`config.mk`:
```
export PLATFORM = sky130hd
export DESIGN_NAME = stepper_homing_sequencer_flat
export DESIGN_NICKNAME = d
export VERILOG_FILES = /design/src/design/shs_pkg.sv /design/src/design/shs_if.sv /design/src/design/shs_csr.sv /design/src/design/shs_engine.sv /design/src/design/stepper_homing_sequencer.sv /design/src/flat_wrapper.sv
export SDC_FILE = /design/constraint.sdc
export NUM_CORES = 1
export LEC_CHECK = 0
export BUFFER_PORTS_ARGS = -buffer_cell sky130_fd_sc_hd__buf_2
export CAP_MARGIN = 20
export CORE_MARGIN = 10
export CORE_UTILIZATION = 40
export DETAILED_ROUTE_END_ITERATION = 10
export PLACE_DENSITY_LB_ADDON = 0.08
export SLEW_MARGIN = 25
export SYNTH_ARGS = -nofsm -noshare
export SYNTH_HDL_FRONTEND = slang
export SYNTH_SLANG_ARGS = --single-unit
```
`constraint.sdc`:
```
create_clock -name clock -period 11.65 [get_ports clock]
set_input_delay 2.33 -clock clock [delete_from_list [all_inputs] [get_ports clock]]
set_output_delay 2.33 -clock clock [all_outputs]
set_load 0.01 [all_outputs]
```
`src/design/shs_pkg.sv`:
```
package shs_pkg;

   localparam int TICKS_PER_MS = 1000;
   localparam int DIV_WIDTH = (TICKS_PER_MS > 1) ? $clog2(TICKS_PER_MS) : 1;

   localparam int HALF_WIDTH = 19;
   localparam int STEPS_WIDTH = 10;
   localparam int BTO_WIDTH = 12;
   localparam int ATO_WIDTH = 16;
   localparam int PAUSE_WIDTH = 10;
   localparam int MS_WIDTH = 16;
   localparam int CSR_DATA_WIDTH = 19;
   localparam int CSR_INDEX_WIDTH = 3;

   localparam logic [HALF_WIDTH-1:0] MIN_HALF_PERIOD = HALF_WIDTH'(50);
   localparam logic [STEPS_WIDTH-1:0] STEP_COUNT_MAX = '1;
   localparam logic [MS_WIDTH-1:0] MS_COUNT_MAX = '1;

   localparam logic [HALF_WIDTH-1:0] HALF_PERIOD_RESET = HALF_WIDTH'(1000);
   localparam logic [STEPS_WIDTH-1:0] INITIAL_BACKOFF_RESET = STEPS_WIDTH'(200);
   localparam logic [STEPS_WIDTH-1:0] FINAL_BACKOFF_RESET = STEPS_WIDTH'(100);
   localparam logic [BTO_WIDTH-1:0] BACKOFF_TIMEOUT_RESET = BTO_WIDTH'(300);
   localparam logic [ATO_WIDTH-1:0] APPROACH_TIMEOUT_RESET = ATO_WIDTH'(3000);
   localparam logic [PAUSE_WIDTH-1:0] PAUSE_RESET = PAUSE_WIDTH'(30);
   localparam logic [PAUSE_WIDTH-1:0] START_PAUSE_RESET = PAUSE_WIDTH'(20);

   typedef enum logic [3:0] {
      PHASE_IDLE        = 4'd0,
      PHASE_START_PAUSE = 4'd1,
      PHASE_BACKOFF     = 4'd2,
      PHASE_PAUSE       = 4'd3,
      PHASE_APPROACH    = 4'd4,
      PHASE_FINAL_PAUSE = 4'd5,
      PHASE_FINAL_BACK  = 4'd6,
      PHASE_DONE        = 4'd7,
      PHASE_FAILED      = 4'd8
   } phase_type;

   typedef enum logic [CSR_INDEX_WIDTH-1:0] {
      CSR_HALF_PERIOD      = 3'd0,
      CSR_INITIAL_BACKOFF  = 3'd1,
      CSR_FINAL_BACKOFF    = 3'd2,
      CSR_BACKOFF_TIMEOUT  = 3'd3,
      CSR_APPROACH_TIMEOUT = 3'd4,
      CSR_PAUSE            = 3'd5,
      CSR_START_PAUSE      = 3'd6
   } csr_index_type;

   typedef struct packed {
      logic [HALF_WIDTH-1:0]  half_period_us;
      logic [STEPS_WIDTH-1:0] initial_backoff_steps;
      logic [STEPS_WIDTH-1:0] final_backoff_steps;
      logic [BTO_WIDTH-1:0]   backoff_timeout_ms;
      logic [ATO_WIDTH-1:0]   approach_timeout_ms;
      logic [PAUSE_WIDTH-1:0] pause_ms;
      logic [PAUSE_WIDTH-1:0] start_pause_ms;
   } cfg_type;

   typedef struct packed {
      logic      step_level;
      logic      dir_toward;
      logic [3:0] phase;
      logic      done_pulse;
      logic      fail_pulse;
      logic      zero_encoder;
   } result_type;

endpackage

```
`src/design/shs_if.sv`:
```
interface shs_req_if;
   logic valid;
   logic ready;
   logic start_req;
   logic switch_pressed;

   modport source (output valid, output start_req, output switch_pressed, input ready);
   modport sink (input valid, input start_req, input switch_pressed, output ready);
endinterface

interface shs_rsp_if;
   logic       valid;
   logic       ready;
   logic       step_level;
   logic       dir_toward;
   logic [3:0] phase;
   logic       done_pulse;
   logic       fail_pulse;
   logic       zero_encoder;

   modport source (output valid, output step_level, output dir_toward, output phase,
                   output done_pulse, output fail_pulse, output zero_encoder, input ready);
   modport sink (input valid, input step_level, input dir_toward, input phase,
                 input done_pulse, input fail_pulse, input zero_encoder, output ready);
endinterface

```
`src/design/shs_csr.sv`:
```
module shs_csr
   import shs_pkg::*;
(
   input  logic                       clock,
   input  logic                       reset,
   input  logic                       csr_we,
   input  logic [CSR_INDEX_WIDTH-1:0] csr_index,
   input  logic [CSR_DATA_WIDTH-1:0]  csr_wdata,
   output cfg_type                    cfg
);

   cfg_type cfg_ff;
   cfg_type cfg_in;

   always_comb begin
      cfg_in = cfg_ff;
      if (csr_we) begin
         case (csr_index)
            CSR_HALF_PERIOD:      cfg_in.half_period_us = csr_wdata[HALF_WIDTH-1:0];
            CSR_INITIAL_BACKOFF:  cfg_in.initial_backoff_steps = csr_wdata[STEPS_WIDTH-1:0];
            CSR_FINAL_BACKOFF:    cfg_in.final_backoff_steps = csr_wdata[STEPS_WIDTH-1:0];
            CSR_BACKOFF_TIMEOUT:  cfg_in.backoff_timeout_ms = csr_wdata[BTO_WIDTH-1:0];
            CSR_APPROACH_TIMEOUT: cfg_in.approach_timeout_ms = csr_wdata[ATO_WIDTH-1:0];
            CSR_PAUSE:            cfg_in.pause_ms = csr_wdata[PAUSE_WIDTH-1:0];
            CSR_START_PAUSE:      cfg_in.start_pause_ms = csr_wdata[PAUSE_WIDTH-1:0];
            default:              cfg_in = cfg_ff;
         endcase
      end
   end

   always_ff @(posedge clock) begin
      if (reset) begin
         cfg_ff.half_period_us <= HALF_PERIOD_RESET;
         cfg_ff.initial_backoff_steps <= INITIAL_BACKOFF_RESET;
         cfg_ff.final_backoff_steps <= FINAL_BACKOFF_RESET;
         cfg_ff.backoff_timeout_ms <= BACKOFF_TIMEOUT_RESET;
         cfg_ff.approach_timeout_ms <= APPROACH_TIMEOUT_RESET;
         cfg_ff.pause_ms <= PAUSE_RESET;
         cfg_ff.start_pause_ms <= START_PAUSE_RESET;
      end else begin
         cfg_ff <= cfg_in;
      end
   end

   assign cfg = cfg_ff;

endmodule

```
`src/design/shs_engine.sv`:
```
module shs_engine
   import shs_pkg::*;
(
   input  logic       clock,
   input  logic       reset,
   input  logic       advance,
   input  logic       start_req,
   input  logic       switch_pressed,
   input  cfg_type    cfg,
   output result_type result
);

   phase_type              phase_ff, phase_in, next_phase;
   logic [STEPS_WIDTH-1:0] edge_ff, edge_in;
   logic [MS_WIDTH-1:0]    ms_ff, ms_in;
   logic [DIV_WIDTH-1:0]   div_ff, div_in;
   logic [HALF_WIDTH-1:0]  timer_ff, timer_in;
   logic                   pulse_ff, pulse_in;
   logic                   dir_ff, dir_in;

   logic                   ms_tick;
   logic                   done;
   logic                   fail;
   logic                   bto_hit;
   logic                   step_end_initial;
   logic                   step_end_final;
   logic [HALF_WIDTH-1:0]  half_period;
   logic [HALF_WIDTH:0]    timer_next;

   always_comb begin
      ms_tick = (div_ff == DIV_WIDTH'(TICKS_PER_MS - 1));
      bto_hit = ms_tick && (ms_ff >= MS_WIDTH'(cfg.backoff_timeout_ms));
      step_end_initial = (edge_ff >= cfg.initial_backoff_steps);
      step_end_final = (edge_ff >= cfg.final_backoff_steps);
      half_period = (cfg.half_period_us < MIN_HALF_PERIOD) ? MIN_HALF_PERIOD
                                                           : cfg.half_period_us;
      timer_next = {1'b0, timer_ff} + (HALF_WIDTH + 1)'(1);
      done = 1'b0;
      fail = 1'b0;
      next_phase = phase_ff;

      case (phase_ff)
         PHASE_IDLE, PHASE_DONE, PHASE_FAILED: begin
            if (start_req) next_phase = PHASE_START_PAUSE;
         end
         PHASE_START_PAUSE: begin
            if (ms_ff >= MS_WIDTH'(cfg.start_pause_ms)) begin
               next_phase = switch_pressed ? PHASE_BACKOFF : PHASE_APPROACH;
            end
         end
         PHASE_BACKOFF: begin
            if (step_end_initial || bto_hit) next_phase = PHASE_PAUSE;
         end
         PHASE_PAUSE: begin
            if (ms_ff >= MS_WIDTH'(cfg.pause_ms)) next_phase = PHASE_APPROACH;
         end
         PHASE_APPROACH: begin
            if (switch_pressed) begin
               next_phase = PHASE_FINAL_PAUSE;
            end else if (ms_tick && (ms_ff >= cfg.approach_timeout_ms)) begin
               next_phase = PHASE_FAILED;
               fail = 1'b1;
            end
         end
         PHASE_FINAL_PAUSE: begin
            if (ms_ff >= MS_WIDTH'(cfg.pause_ms)) next_phase = PHASE_FINAL_BACK;
         end
         PHASE_FINAL_BACK: begin
            if (step_end_final || bto_hit) begin
               next_phase = PHASE_DONE;
               done = 1'b1;
            end
         end
         default: next_phase = PHASE_IDLE;
      endcase

      phase_in = phase_ff;
      edge_in = edge_ff;
      ms_in = ms_ff;
      div_in = div_ff;
      timer_in = timer_ff;
      pulse_in = pulse_ff;
      dir_in = dir_ff;

      if (next_phase != phase_ff) begin
         phase_in = next_phase;
         edge_in = '0;
         ms_in = '0;
         div_in = '0;
         timer_in = '0;
         pulse_in = 1'b0;
         if (next_phase == PHASE_BACKOFF || next_phase == PHASE_FINAL_BACK) dir_in = 1'b0;
         if (next_phase == PHASE_APPROACH) dir_in = 1'b1;
      end else if (phase_ff inside {[PHASE_START_PAUSE:PHASE_FINAL_BACK]}) begin
         if (ms_tick) begin
            div_in = '0;
            if (ms_ff != MS_COUNT_MAX) ms_in = ms_ff + MS_WIDTH'(1);
         end else begin
            div_in = div_ff + DIV_WIDTH'(1);
         end
         if (phase_ff inside {PHASE_BACKOFF, PHASE_APPROACH, PHASE_FINAL_BACK}) begin
            if (timer_next >= {1'b0, half_period}) begin
               timer_in = '0;
               pulse_in = ~pulse_ff;
               if (!pulse_ff && edge_ff != STEP_COUNT_MAX) edge_in = edge_ff + STEPS_WIDTH'(1);
            end else begin
               timer_in = timer_next[HALF_WIDTH-1:0];
            end
         end
      end

      result.step_level = pulse_in;
      result.dir_toward = dir_in;
      result.phase = phase_in;
      result.done_pulse = done;
      result.fail_pulse = fail;
      result.zero_encoder = done;
   end

   always_ff @(posedge clock) begin
      if (reset) begin
         phase_ff <= PHASE_IDLE;
         edge_ff <= '0;
         ms_ff <= '0;
         div_ff <= '0;
         timer_ff <= '0;
         pulse_ff <= 1'b0;
         dir_ff <= 1'b0;
      end else if (advance) begin
         phase_ff <= phase_in;
         edge_ff <= edge_in;
         ms_ff <= ms_in;
         div_ff <= div_in;
         timer_ff <= timer_in;
         pulse_ff <= pulse_in;
         dir_ff <= dir_in;
      end
   end

endmodule

```
`src/design/stepper_homing_sequencer.sv`:
```
// The response to a request is registered and presented in the cycle after the request is accepted.
// One request per cycle while the response is taken; the output register refills in the cycle it is taken.
// Rate is set by the single sequencer update between the state registers and the output register.
// Reset (synchronous, active high): phase idle, timebase and step generator cleared,
// configuration registers at their default values, no response pending.
module stepper_homing_sequencer
   import shs_pkg::*;
(
   input  logic                       clock,
   input  logic                       reset,
   shs_req_if.sink                    req_if,
   shs_rsp_if.source                  rsp_if,
   input  logic                       csr_we,
   input  logic [CSR_INDEX_WIDTH-1:0] csr_index,
   input  logic [CSR_DATA_WIDTH-1:0]  csr_wdata
);

   cfg_type    cfg;
   result_type result;
   result_type rsp_ff;
   logic       rsp_valid_ff, rsp_valid_in;
   logic       advance;

   shs_csr u_csr (
      .clock     (clock),
      .reset     (reset),
      .csr_we    (csr_we),
      .csr_index (csr_index),
      .csr_wdata (csr_wdata),
      .cfg       (cfg)
   );

   assign req_if.ready = !rsp_valid_ff || rsp_if.ready;
   assign advance = req_if.valid && req_if.ready;

   shs_engine u_engine (
      .clock          (clock),
      .reset          (reset),
      .advance        (advance),
      .start_req      (req_if.start_req),
      .switch_pressed (req_if.switch_pressed),
      .cfg            (cfg),
      .result         (result)
   );

   always_comb begin
      rsp_valid_in = rsp_valid_ff;
      if (advance) begin
         rsp_valid_in = 1'b1;
      end else if (rsp_if.ready) begin
         rsp_valid_in = 1'b0;
      end
   end

   always_ff @(posedge clock) begin
      if (reset) begin
         rsp_valid_ff <= 1'b0;
      end else begin
         rsp_valid_ff <= rsp_valid_in;
      end
   end

   always_ff @(posedge clock) begin
      if (advance) begin
         rsp_ff <= result;
      end
   end

   assign rsp_if.valid = rsp_valid_ff;
   assign rsp_if.step_level = rsp_ff.step_level;
   assign rsp_if.dir_toward = rsp_ff.dir_toward;
   assign rsp_if.phase = rsp_ff.phase;
   assign rsp_if.done_pulse = rsp_ff.done_pulse;
   assign rsp_if.fail_pulse = rsp_ff.fail_pulse;
   assign rsp_if.zero_encoder = rsp_ff.zero_encoder;

endmodule

```
`src/flat_wrapper.sv`:
```
// flat-port wrapper written by rule: the top's interface ports become plain ports
module stepper_homing_sequencer_flat import shs_pkg::*;
  (clock, reset, csr_we, csr_index, csr_wdata, req_if_valid, req_if_start_req, req_if_switch_pressed, req_if_ready, rsp_if_valid, rsp_if_step_level, rsp_if_dir_toward, rsp_if_phase, rsp_if_done_pulse, rsp_if_fail_pulse, rsp_if_zero_encoder, rsp_if_ready);
  shs_req_if req_if_i ();
  shs_rsp_if rsp_if_i ();
  input  logic clock;
  input  logic reset;
  input  logic csr_we;
  input  logic [CSR_INDEX_WIDTH-1:0] csr_index;
  input  logic [CSR_DATA_WIDTH-1:0] csr_wdata;
  input wire logic [$bits(req_if_i.valid)-1:0] req_if_valid;
  input wire logic [$bits(req_if_i.start_req)-1:0] req_if_start_req;
  input wire logic [$bits(req_if_i.switch_pressed)-1:0] req_if_switch_pressed;
  output wire logic [$bits(req_if_i.ready)-1:0] req_if_ready;
  output wire logic [$bits(rsp_if_i.valid)-1:0] rsp_if_valid;
  output wire logic [$bits(rsp_if_i.step_level)-1:0] rsp_if_step_level;
  output wire logic [$bits(rsp_if_i.dir_toward)-1:0] rsp_if_dir_toward;
  output wire logic [$bits(rsp_if_i.phase)-1:0] rsp_if_phase;
  output wire logic [$bits(rsp_if_i.done_pulse)-1:0] rsp_if_done_pulse;
  output wire logic [$bits(rsp_if_i.fail_pulse)-1:0] rsp_if_fail_pulse;
  output wire logic [$bits(rsp_if_i.zero_encoder)-1:0] rsp_if_zero_encoder;
  input wire logic [$bits(rsp_if_i.ready)-1:0] rsp_if_ready;
  assign req_if_i.valid = req_if_valid;
  assign req_if_i.start_req = req_if_start_req;
  assign req_if_i.switch_pressed = req_if_switch_pressed;
  assign req_if_ready = req_if_i.ready;
  assign rsp_if_valid = rsp_if_i.valid;
  assign rsp_if_step_level = rsp_if_i.step_level;
  assign rsp_if_dir_toward = rsp_if_i.dir_toward;
  assign rsp_if_phase = rsp_if_i.phase;
  assign rsp_if_done_pulse = rsp_if_i.done_pulse;
  assign rsp_if_fail_pulse = rsp_if_i.fail_pulse;
  assign rsp_if_zero_encoder = rsp_if_i.zero_encoder;
  assign rsp_if_i.ready = rsp_if_ready;
  stepper_homing_sequencer u_core (.clock(clock), .reset(reset), .req_if(req_if_i), .rsp_if(rsp_if_i), .csr_we(csr_we), .csr_index(csr_index), .csr_wdata(csr_wdata));
endmodule
```
==> impl_metrics.csv, run 1 <==
group,metric,value,unit
synthesis,synth-seq-cells,157,
timing,unrepaired_setup_endpoints_after_global_routing,"false",
detailed_routing,vias_per_cell,5.40,
detailed_routing,detailroute.wirelength.met3,1.14,mm
timing,hold_viol,0,
synthesis,synthDistinctLibCells,65,
synthesis,yosysWarningCount,0,
cts,clockBufferDepth,2,
die,fp.dieArea,29100,µm²
critical_path,worst_setup_path_startpoint,"rsp_if_ready",
cts,tritoncts,"done",
placement,hpwlAfterDp,18.2,mm
placement,placedInstanceArea,9490,µm²
power_and_ir_drop,leakage_power,0.00417,µW
synthesis,syn-mean-instance-area,7.86,µm²
detailed_routing,post_drt_wl_per_cell,17.2,µm
critical_path,r2r_cells,17,
critical_path,timing.rr.start,"u_core.u_engine.timer_ff[0]",
die,floorplan.io_pins,40,
worst_hold_path,worstHoldPathType,"register to register",
critical_path,timing.setup.critical_path_class,"input port to output pin",
synthesis,synth.net_count,1272,
worst_hold_path,worst_hold_path.num_cells,2,
cts,cts_repair_resizes,0,
cts,htreeDepth,4,
die,initial_utilization,41.1,%
finish,finish.net_count,1293,
global_routing,first_global_vias,7403,
finish,fin_area,10100,µm²
detailed_routing,postRouteAntennaNets,0,
power_and_ir_drop,irDropWorstVdd,0.0731,mV
critical_path,critical_path_peak_fanout,3,
detailed_routing,drt-met1-wl,12.8,mm
finish,area_delta_synth_final,11.9,%
synthesis,synthFlopType,"sky130_fd_sc_hd__dfxtp_1",
placement,post-place-ws,6180,ps
timing,max_clock_freq,198,MHz
timing,share_of_the_clock_period_used_by_the_worst_path,43.4,%
placement,gpl.final_weighted_congestion,0.825,
cts,cts-hold-fix-buffers,0,
die,row_count,54,
synthesis,mappedNetlistArea,9050,µm²
global_routing,grt_max_degree,55,
timing,final.min_clock_period,5060,ps
global_routing,antenna_violations_before_repair,0,
detailed_routing,detailroute.via_count,7918,
detailed_routing,routed.top_layer,"met4",
synthesis,synth-edff-count,8,
timing,slew_viol_final,0,
worst_hold_path,hold_path.startpoint,"u_core.u_csr.cfg[62]",
critical_path,cp_arrival,2730,ps
cts,post-cts-setup-buffers,0,
die,vertical_die_dimension,170,µm
timing,min_setup_slack_post_route,6590,ps
critical_path,critPathLaunchType,"input port",
synthesis,postSynth.asyncResetShare,0,%
cts,ctsRootBufferMaster,"sky130_fd_sc_hd__clkbuf_16",
detailed_routing,met2_wire_len,11.1,mm
synthesis,syn-instance-count,1152,
finish,fin_util,46.0,%
global_routing,grt.overflow.total,0,
detailed_routing,drt_pre_antenna_iters,7,
finish,num_antenna_cells,0,
timing,transition_at_the_pin_with_the_smallest_max_transition_slack,928,ps
timing,setup_viol,0,
synthesis,yosysSeqAreaShare,35.6,%
detailed_routing,dr.first_iter.drc_count,534,
global_routing,grt_pass1_wl,40.9,mm
power_and_ir_drop,power-per-cell-area,127,nW/µm²
cts,clkTransAtPathRegs,60,ps
status,run_status,"finished clean",
die,core-area,22000,µm²
detailed_routing,wirelength,25.2,mm
finish,layout-drive-gt1-share,7.85,%
critical_path,endpoint_kind,"output pin",
die,die_width,170,µm
job,timing.max_cap.violations,0,
detailed_routing,drc,0,
timing,tightest_slew_margin_relative_to_the_limit,37.9,%
global_routing,gr-usage-all-layers,17.8,%
cts,tritoncts_num_sinks,157,
critical_path,worst_ep_required_time,9320,ps
placement,portbufs,39,
cts,clk_latency,440,ps
timing,totalNegativeSetupSlack,0,ps
timing,timing.clock.skew,17.9,ps
cts,numCtsBuffers,17,
[power breakdown]
| part | internal, µW | switching (µW) | total (µW) |
|---|---|---|---|
| Combinational | 33.8 | 80.0 | 114 |
| Clock | 373 | 240 | 613 |
| Sequential | 552 | 7.00 | 559 |
[critical path, stage by stage]
cell	delay [ps]
sky130_fd_sc_hd__buf_2	90
sky130_fd_sc_hd__nand2b_1	160
sky130_fd_sc_hd__buf_2	150
[flip-flops by register name, summed over array words and instances (netlist names), 4 cells and up]
name	count
u_core.u_engine.ms_ff	16
u_core.u_csr.cfg	87
u_core.u_engine.phase_ff	4
u_core.u_engine.div_ff	10
u_core.rsp_if.phase	4
u_core.u_engine.timer_ff	19
u_core.u_engine.edge_ff	10
[area by class of cell]
| type | count | area (µm²) |
|---|---|---|
| Fill cell | 2256 | 11900 |
| Multi-Input combinational cell | 851 | 5290 |
| Sequential cell | 157 | 3220 |
| Clock buffer | 19 | 454 |
| Inverter | 98 | 368 |
| Tap cell | 280 | 350 |
| Timing Repair Buffer | 48 | 260 |
| Clock inverter | 12 | 186 |
[cells in the final DEF, fill, tap and decap left out, types with 12 or more instances in the layout]
cell type	count
sky130_fd_sc_hd__a21oi_1	103
sky130_fd_sc_hd__a211oi_1	12
sky130_fd_sc_hd__nand2b_1	17
sky130_fd_sc_hd__nor2_1	64
sky130_fd_sc_hd__nand4_1	22
sky130_fd_sc_hd__o211ai_1	31
sky130_fd_sc_hd__nor2b_1	14
sky130_fd_sc_hd__and3_1	18
sky130_fd_sc_hd__buf_2	40
sky130_fd_sc_hd__nor3_1	16
sky130_fd_sc_hd__nand2_1	224
sky130_fd_sc_hd__a22o_1	15
sky130_fd_sc_hd__ha_1	91
sky130_fd_sc_hd__xnor2_1	21
sky130_fd_sc_hd__a31oi_1	21
sky130_fd_sc_hd__inv_1	96
sky130_fd_sc_hd__nand3_1	35
sky130_fd_sc_hd__o21ai_0	36
sky130_fd_sc_hd__dfxtp_1	149
sky130_fd_sc_hd__clkbuf_16	18
[final timing paths]
check | slack [ps] | endpoint
max | 6590 | req_if_ready
min | 450 | u_core.u_csr.cfg[62]
min reg2reg | 450 | u_core.u_csr.cfg[62]
max reg2reg | 6680 | u_core.u_engine.timer_ff[0]
[logic make-up after synthesis]
logic type | share of synthesized area [%]
compound gates | 19.8
buf+inv | 6.14
xor+xnor | 2.90
fa+ha+maj | 12.6
flops | 35.6
simple gates | 22.5
mux | 0.470
[metrics by stage]
step	hold WS (ps)	instances	total power, µW
floorplan	432	1152	645
global placement	443	1433	684
finish	455	1465	1290
detailed placement	447	1433	685
global route	478	1465	1340
CTS	456	1464	1300
[metal layers]
metal	vias up	track usage, %
met1	3652	25.6
met2	154	26.9
met3	17	2.98
met4	0	4.31
met5	-	0
li1	4095	-
[synth_stat cells (3+ instances only)]
master,n,area (µm²)
sky130_fd_sc_hd__nor4_1,6,37.5
sky130_fd_sc_hd__nand4_1,22,138
sky130_fd_sc_hd__a311oi_1,10,87.6
sky130_fd_sc_hd__and3_1,18,113
sky130_fd_sc_hd__a22o_1,15,131
sky130_fd_sc_hd__nor3_1,18,90.1
sky130_fd_sc_hd__buf_2,3,15.0
sky130_fd_sc_hd__xnor2_1,21,184
sky130_fd_sc_hd__ha_1,91,1140
sky130_fd_sc_hd__a21o_1,11,82.6
sky130_fd_sc_hd__edfxtp_1,8,240
sky130_fd_sc_hd__nor2_1,65,244
sky130_fd_sc_hd__clkbuf_1,39,146
sky130_fd_sc_hd__a21oi_1,103,515
sky130_fd_sc_hd__or4_1,3,22.5
sky130_fd_sc_hd__a31oi_1,21,131
sky130_fd_sc_hd__o211ai_1,31,233
sky130_fd_sc_hd__nor2b_1,14,87.6
sky130_fd_sc_hd__nand2b_1,17,106
sky130_fd_sc_hd__o2111ai_1,4,35.0
sky130_fd_sc_hd__a211oi_1,12,90.1
sky130_fd_sc_hd__a211o_1,4,35.0
sky130_fd_sc_hd__dfxtp_1,149,2980
sky130_fd_sc_hd__nand3_1,35,175
sky130_fd_sc_hd__xor2_1,9,78.8
sky130_fd_sc_hd__inv_1,97,364
sky130_fd_sc_hd__a31o_2,3,26.3
sky130_fd_sc_hd__o21a_1,4,30.0
sky130_fd_sc_hd__o21ai_0,36,180
sky130_fd_sc_hd__nand2_1,224,841
sky130_fd_sc_hd__or3_1,11,68.8
(Power assumes the default switching activity.)
==> run 2: changes to the inputs <==
==> constraint.sdc (replaced) <==
create_clock -name clock -period 4.4 [get_ports clock]
set_input_delay 0.88 -clock clock [delete_from_list [all_inputs] [get_ports clock]]
set_output_delay 0.88 -clock clock [all_outputs]
set_load 0.01 [all_outputs]
==> impl_metrics.csv, run 2 (synthesis gave the netlist of run 1 again) <==
group,metric,value,unit
status,run_status,"finished clean",
placement,portbufs,39,
detailed_routing,wirelength,25.3,mm
critical_path,r2r_cells,17,
critical_path,critPathLaunchType,"register",
timing,final.min_clock_period,4090,ps
cts,tritoncts_num_sinks,157,
detailed_routing,dr.first_iter.drc_count,516,
cts,cts-hold-fix-buffers,0,
detailed_routing,vias_per_cell,5.38,
critical_path,endpoint_kind,"register",
cts,numCtsBuffers,17,
timing,hold_ws,455,ps
finish,most_used_cells_in_the_layout_excluding_fill_and_tap_cells,"sky130_fd_sc_hd__nand2_1, sky130_fd_sc_hd__dfxtp_1, sky130_fd_sc_hd__a21oi_1",
timing,tightest_slew_margin_relative_to_the_limit,39.4,%
critical_path,critical_path.slowest_cell,"sky130_fd_sc_hd__or4_1",
critical_path,critical_path_peak_fanout,5,
timing,share_of_the_clock_period_used_by_the_worst_path,92.9,%
finish,mostFrequentLayoutCell,"sky130_fd_sc_hd__nand2_1",
critical_path,timing.critical_path.max_delay_family,"simple AND/OR/NAND/NOR gates",
critical_path,crit_buf_inv,2,
power_and_ir_drop,irDropWorstVdd,0.229,mV
cts,htreeDepth,4,
cts,clockBufferDepth,2,
finish,fin_util,46.6,%
finish,multi_input_area,5310,µm²
cts,tritoncts,"done",
critical_path,timing.reg2reg.setup_slack,310,ps
worst_hold_path,worst_hold_path.num_cells,2,
placement,hpwlAfterDp,18.3,mm
die,initial_utilization,41.1,%
cts,post-cts-setup-buffers,0,
power_and_ir_drop,leakage_power,0.00425,µW
timing,slew_viol_final,0,
timing,transition_at_the_pin_with_the_smallest_max_transition_slack,905,ps
global_routing,grt_max_degree,87,
finish,layout-drive-gt1-share,9.88,%
global_routing,first_global_vias,7428,
critical_path,worst_setup_path_startpoint,"u_core.u_csr.cfg[86]",
finish,final-seq-area,3220,µm²
critical_path,timing.setup.critical_path_class,"register to register",
finish,area_delta_synth_final,13.4,%
critical_path,r2r-end,"u_core.u_engine.edge_ff[9]",
global_routing,grt.overflow.total,0,
die,core-area,22000,µm²
critical_path,worst_ep_required_time,4760,ps
cts,clkTransAtPathRegs,70,ps
die,row_count,54,
timing,totalNegativeSetupSlack,0,ps
detailed_routing,post_drt_wl_per_cell,17.1,µm
global_routing,grt_pass1_wl,40.5,mm
timing,unrepaired_setup_endpoints_after_global_routing,"false",
finish,num_antenna_cells,0,
die,vertical_die_dimension,170,µm
detailed_routing,postRouteAntennaNets,0,
global_routing,gr-usage-all-layers,17.5,%
timing,setup_viol,0,
finish,finish.net_count,1312,
job,timing.max_cap.violations,0,
worst_hold_path,hold_path.startpoint,"u_core.u_csr.cfg[66]",
die,floorplan.io_pins,40,
critical_path,timing.rr.start,"u_core.u_csr.cfg[86]",
critical_path,cp_arrival,4450,ps
placement,gpl.final_weighted_congestion,0.817,
critical_path,cp_cell_sequence,"inv_1 > nand4_1 > nor4_1 > nand4_1 > a31oi_1 > buf_4 > nor2_1 > ha_1 > a21o_1 > a211oi_1 > or4_1 > nand4_1 > a21oi_1 > or4_4 > a311o_1 > or3_1 > a21oi_1",
finish,number_of_flip_flops_under_the_largest_register_name,87,
cts,clk_latency,440,ps
detailed_routing,detailroute.via_count,7994,
timing,max_clock_freq,245,MHz
critical_path,timing.critical_path.slowest_cell_delay,580,ps
detailed_routing,drc,0,
finish,num-fill-cells,2258,
timing,timing.clock.skew,15.1,ps
critical_path,critical-path-top-cell-by-count,"sky130_fd_sc_hd__nand4_1",
global_routing,antenna_violations_before_repair,0,
cts,ctsRootBufferMaster,"sky130_fd_sc_hd__clkbuf_16",
cts,cts_repair_resizes,0,
die,die_width,170,µm
power_and_ir_drop,power-per-cell-area,323,nW/µm²
detailed_routing,drt_pre_antenna_iters,5,
worst_hold_path,worstHoldPathType,"register to register",
placement,placedInstanceArea,9660,µm²
worst_hold_path,capture_endpoint_of_the_worst_hold_path,"u_core.u_csr.cfg[66]",
timing,hold_viol,0,
die,fp.dieArea,29100,µm²
finish,fin_area,10300,µm²
## run 2: cell types whose count changed in the layout (fill, tap and decap cells not counted), moves of 2 or more
cell | previous run | this run
sky130_fd_sc_hd__bufinv_16 | 4 | 2
sky130_fd_sc_hd__buf_4 | 8 | 25
sky130_fd_sc_hd__clkinv_4 | 3 | 1
sky130_fd_sc_hd__inv_6 | 1 | 6
sky130_fd_sc_hd__and3_1 | 18 | 15
sky130_fd_sc_hd__and3_4 | 0 | 2
sky130_fd_sc_hd__buf_12 | 0 | 2
sky130_fd_sc_hd__clkinv_2 | 1 | 3
## run 2: worst max-delay path by stage
stage / to / slack, ps / depth (start not counted)
after floorplan: u_core.u_engine.edge_ff[7] / 410 / 17
after global placement: u_core.u_engine.timer_ff[0] / 90 / 17
after detailed placement: u_core.u_engine.edge_ff[9] / 220 / 17
after global routing: u_core.u_engine.edge_ff[9] / 9 / 17
after CTS: u_core.u_engine.edge_ff[9] / 190 / 17
final: u_core.u_engine.edge_ff[9] / 310 / 17
## run 2: area by class of cell
| class | count | area share, % |
|---|---|---|
| Multi-Input combinational cell | 851 | 51.7 |
| Sequential cell | 157 | 31.4 |
| Timing Repair Buffer | 67 | 4.23 |
| Clock buffer | 17 | 4.14 |
| Inverter | 98 | 3.58 |
| Tap cell | 280 | 3.41 |
| Clock inverter | 15 | 1.54 |
## run 2: through the flow
stage / setup slack (ps) / total power, µW / std cells
4_1_cts: 187 / 3350 / 1485
6_report: 314 / 3320 / 1485
5_1_grt: 8.58 / 3420 / 1485
3_5_place_dp: 221 / 1840 / 1453
2_1_floorplan: 406 / 1710 / 1152
3_3_place_gp: 87.9 / 1840 / 1453
## run 2: per-layer routing
| layer | part of all wire, % | up-vias | track usage [%] | routed length (µm) |
|---|---|---|---|---|
| li1 | - | 4128 | - | - |
| met1 | 51 | 3718 | 24.9 | 12900 |
| met2 | 44 | 130 | 27.0 | 11100 |
| met3 | 4.0 | 18 | 2.73 | 1010 |
| met4 | 1.0 | 0 | 4.54 | 263 |
| met5 | 0 | - | 0 | 0 |
## run 2: worst min-delay path, cell delays in order (launching register included)
cell	delay, ps
sky130_fd_sc_hd__dfxtp_1	310
sky130_fd_sc_hd__nand2_1	50
sky130_fd_sc_hd__a21oi_1	50
## run 2: report_power, final
group | total, µW | switching (µW) | internal [µW]
Combinational | 327 | 220 | 107
Clock | 1510 | 664 | 845
Sequential | 1480 | 18.1 | 1460
==> run 3: changes to the inputs <==
--- a/config.mk
+++ b/config.mk
@@ -5,6 +5,7 @@
 export SDC_FILE = /design/constraint.sdc
 export NUM_CORES = 1
 export LEC_CHECK = 0
+export ABC_AREA = 1
 export BUFFER_PORTS_ARGS = -buffer_cell sky130_fd_sc_hd__buf_2
 export CAP_MARGIN = 20
 export CORE_MARGIN = 10
==> impl_metrics.csv, run 3 <==
group,metric,value,unit
synthesis,synth.largest_area_cell,"sky130_fd_sc_hd__dfxtp_1",
die,vertical_die_dimension,177,µm
global_routing,grt_max_degree,81,
placement,hpwlAfterDp,19.2,mm
critical_path,crit_end,"u_core.u_engine.edge_ff[4]",
power_and_ir_drop,seqPwrFrac,38.2,%
detailed_routing,dr.first_iter.drc_count,552,
synthesis,yosysSeqAreaShare,32.6,%
timing,final.min_clock_period,3840,ps
synthesis,synthDistinctLibCells,45,
critical_path,worst_setup_path_startpoint,"u_core.u_engine.timer_ff[0]",
critical_path,timing.rr.start,"u_core.u_engine.timer_ff[0]",
placement,post-place-ws,551,ps
timing,timing.clock.skew,10.2,ps
detailed_routing,vias_per_cell,4.97,
critical_path,cp_arrival,4210,ps
global_routing,grt.overflow.total,0,
die,fp.dieArea,31400,µm²
die,die_width,177,µm
synthesis,synth-seq-cells,157,
power_and_ir_drop,irDropWorstVdd,0.171,mV
global_routing,gr-usage-all-layers,17.2,%
status,run_status,"finished clean",
cts,numCtsBuffers,17,
critical_path,critical_path_peak_fanout,8,
die,row_count,57,
cts,cts-hold-fix-buffers,0,
timing,transition_at_the_pin_with_the_smallest_max_transition_slack,820,ps
synthesis,yosysMostFrequentCell,"sky130_fd_sc_hd__nand2_1",
global_routing,grt_pass1_wl,43.3,mm
finish,area_delta_synth_final,10.9,%
finish,num-fill-cells,2586,
power_and_ir_drop,power_switching,1570,µW
power_and_ir_drop,power-per-cell-area,399,nW/µm²
timing,hold_viol,0,
synthesis,mappedNetlistArea,9880,µm²
cts,clockBufferDepth,2,
die,initial_utilization,40.6,%
global_routing,first_global_vias,8182,
power_and_ir_drop,leakage_power,0.00523,µW
die,floorplan.io_pins,40,
synthesis,yosys-top-cells-area,"sky130_fd_sc_hd__dfxtp_1, sky130_fd_sc_hd__ha_1, sky130_fd_sc_hd__nand2_1, sky130_fd_sc_hd__inv_1, sky130_fd_sc_hd__nor2_1",
synthesis,synth-edff-count,8,
detailed_routing,drc,0,
finish,most_used_cells_in_the_layout_excluding_fill_and_tap_cells,"sky130_fd_sc_hd__nand2_1, sky130_fd_sc_hd__inv_1, sky130_fd_sc_hd__nor2_1",
job,timing.max_cap.violations,0,
timing,unrepaired_setup_endpoints_after_global_routing,"false",
cts,cts_repair_resizes,0,
placement,portbufs,39,
cts,htreeDepth,4,
synthesis,postSynth.asyncResetShare,0,%
detailed_routing,detailroute.via_count,8939,
finish,fin_util,45.1,%
synthesis,syn-instance-count,1438,
critical_path,worst_ep_required_time,4760,ps
timing,min_setup_slack_post_route,558,ps
finish,num_antenna_cells,0,
global_routing,antenna_violations_before_repair,0,
critical_path,critPathLaunchType,"register",
synthesis,ys_top_cells_by_count,"sky130_fd_sc_hd__nand2_1, sky130_fd_sc_hd__inv_1, sky130_fd_sc_hd__nor2_1",
detailed_routing,postRouteAntennaNets,0,
placement,gpl.final_weighted_congestion,0.867,
die,core-area,24300,µm²
timing,share_of_the_clock_period_used_by_the_worst_path,87.3,%
worst_hold_path,worstHoldPathType,"register to register",
synthesis,yosysWarningCount,0,
finish,finish.net_count,1581,
finish,number_of_flip_flops_under_the_largest_register_name,87,
power_and_ir_drop,combPwrFrac,26.9,%
timing,totalNegativeSetupSlack,0,ps
finish,layout-drive-gt1-share,7.87,%
timing,tightest_slew_margin_relative_to_the_limit,45.3,%
cts,clkTransAtPathRegs,70,ps
timing,slew_viol_final,0,
synthesis,synthFlopType,"sky130_fd_sc_hd__dfxtp_1",
critical_path,endpoint_kind,"register",
power_and_ir_drop,power_report.internal_total,2810,µW
power_and_ir_drop,power.share.switching,35.8,%
synthesis,post_synth_top_area_share,30.2,%
critical_path,timing.setup.critical_path_class,"register to register",
cts,ctsRootBufferMaster,"sky130_fd_sc_hd__clkbuf_16",
critical_path,timing.reg2reg.setup_slack,560,ps
detailed_routing,post_drt_wl_per_cell,14.8,µm
timing,setup_viol,0,
detailed_routing,drt_pre_antenna_iters,5,
synthesis,syn-mean-instance-area,6.87,µm²
cts,tritoncts,"done",
critical_path,r2r_cells,24,
power_and_ir_drop,power.share.clock,34.8,%
synthesis,synth.net_count,1558,
worst_hold_path,worst_hold_path.num_cells,2,
cts,post-cts-setup-buffers,0,
critical_path,r2r-end,"u_core.u_engine.edge_ff[4]",
power_and_ir_drop,fin_total_pwr,4370,µW
cts,tritoncts_num_sinks,157,
detailed_routing,wirelength,26.7,mm
finish,mostFrequentLayoutCell,"sky130_fd_sc_hd__nand2_1",
cts,clk_latency,430,ps
timing,max_clock_freq,260,MHz
run 3: layout make-up:
cell class                 instances  area (µm²)  share of cell area (%)
inverter                         234         885                    8.07
sequential                       157        3220                    29.4
clock buffer                      23         500                    4.57
tap                              324         405                    3.70
clock inverter                     9        97.6                   0.890
multi-input combinational       1000        5570                    50.8
timing repair buffer              51         285                    2.60
run 3: critical path, cell delays in order (launching register included):
cell                      delay [ps]
sky130_fd_sc_hd__dfxtp_1         400
sky130_fd_sc_hd__nand2_1          80
sky130_fd_sc_hd__nor2_1          190
sky130_fd_sc_hd__nand3_1         120
sky130_fd_sc_hd__nor2_1          100
sky130_fd_sc_hd__inv_1            70
sky130_fd_sc_hd__nor2_1          190
sky130_fd_sc_hd__nand3_1         110
sky130_fd_sc_hd__nor3_1          280
sky130_fd_sc_hd__nand3_1         130
sky130_fd_sc_hd__nor2_1          110
sky130_fd_sc_hd__inv_1            40
sky130_fd_sc_hd__nand2_1          80
sky130_fd_sc_hd__inv_1            50
sky130_fd_sc_hd__ha_1            300
sky130_fd_sc_hd__a21oi_1         150
sky130_fd_sc_hd__o21a_1          140
sky130_fd_sc_hd__nor2_1           50
sky130_fd_sc_hd__nor2_1           90
sky130_fd_sc_hd__nand4_1         280
sky130_fd_sc_hd__nand4_1         220
sky130_fd_sc_hd__nand2_2         140
sky130_fd_sc_hd__nand2_1         250
sky130_fd_sc_hd__nand2_1          90
sky130_fd_sc_hd__a21oi_1         120
run 3: how the worst min path moves through the flow:
| stage | from | end | slack (ps) |
|---|---|---|---|
| 6_report | u_core.u_csr.cfg[45] | u_core.u_csr.cfg[45] | 460 |
| 5_1_grt | u_core.u_csr.cfg[51] | u_core.u_csr.cfg[51] | 480 |
| 4_1_cts | u_core.u_csr.cfg[19] | u_core.u_csr.cfg[19] | 460 |
| 3_5_place_dp | u_core.u_csr.cfg[19] | u_core.u_csr.cfg[19] | 450 |
| 3_3_place_gp | u_core.u_csr.cfg[56] | u_core.u_csr.cfg[56] | 450 |
| 2_1_floorplan | u_core.u_csr.cfg[15] | u_core.u_csr.cfg[15] | 430 |
run 3: layer usage:
layer	global-route usage, %	routed length, µm	vias to the layer above
met3	2.15	678	23
met1	23.5	13600	4076
met5	0	0	-
met4	4.97	383	0
li1	-	-	4726
met2	27.6	12000	114
run 3: power by group through the flow:
stage                     clock (µW)  sequential [µW]  combinational [µW]
after floorplan                    0             1660                 891
after global placement             0             1700                1170
after detailed placement           0             1700                1180
after CTS                       1550             1670                1190
after global routing            1620             1690                1370
final                           1520             1670                1180
run 3: cell families (layout without fill, tap and decap cells):
group | count (synthesis) | after routing | share of synthesized area (%)
simple gates | 633 | 633 | 28.3
buf+inv | 281 | 317 | 11.1
compound gates | 243 | 243 | 13.5
flops | 157 | 157 | 32.6
fa+ha+maj | 91 | 91 | 11.5
xor+xnor | 33 | 33 | 2.92
run 3: per-stage QoR:
| stage | hold slack (ps) | instance area (µm²) | std cells |
|---|---|---|---|
| 2_1_floorplan | 433 | 9880 | 1438 |
| 3_3_place_gp | 446 | 10400 | 1766 |
| 3_5_place_dp | 450 | 10400 | 1766 |
| 4_1_cts | 459 | 11000 | 1798 |
| 5_1_grt | 480 | 11000 | 1798 |
| 6_report | 457 | 11000 | 1798 |
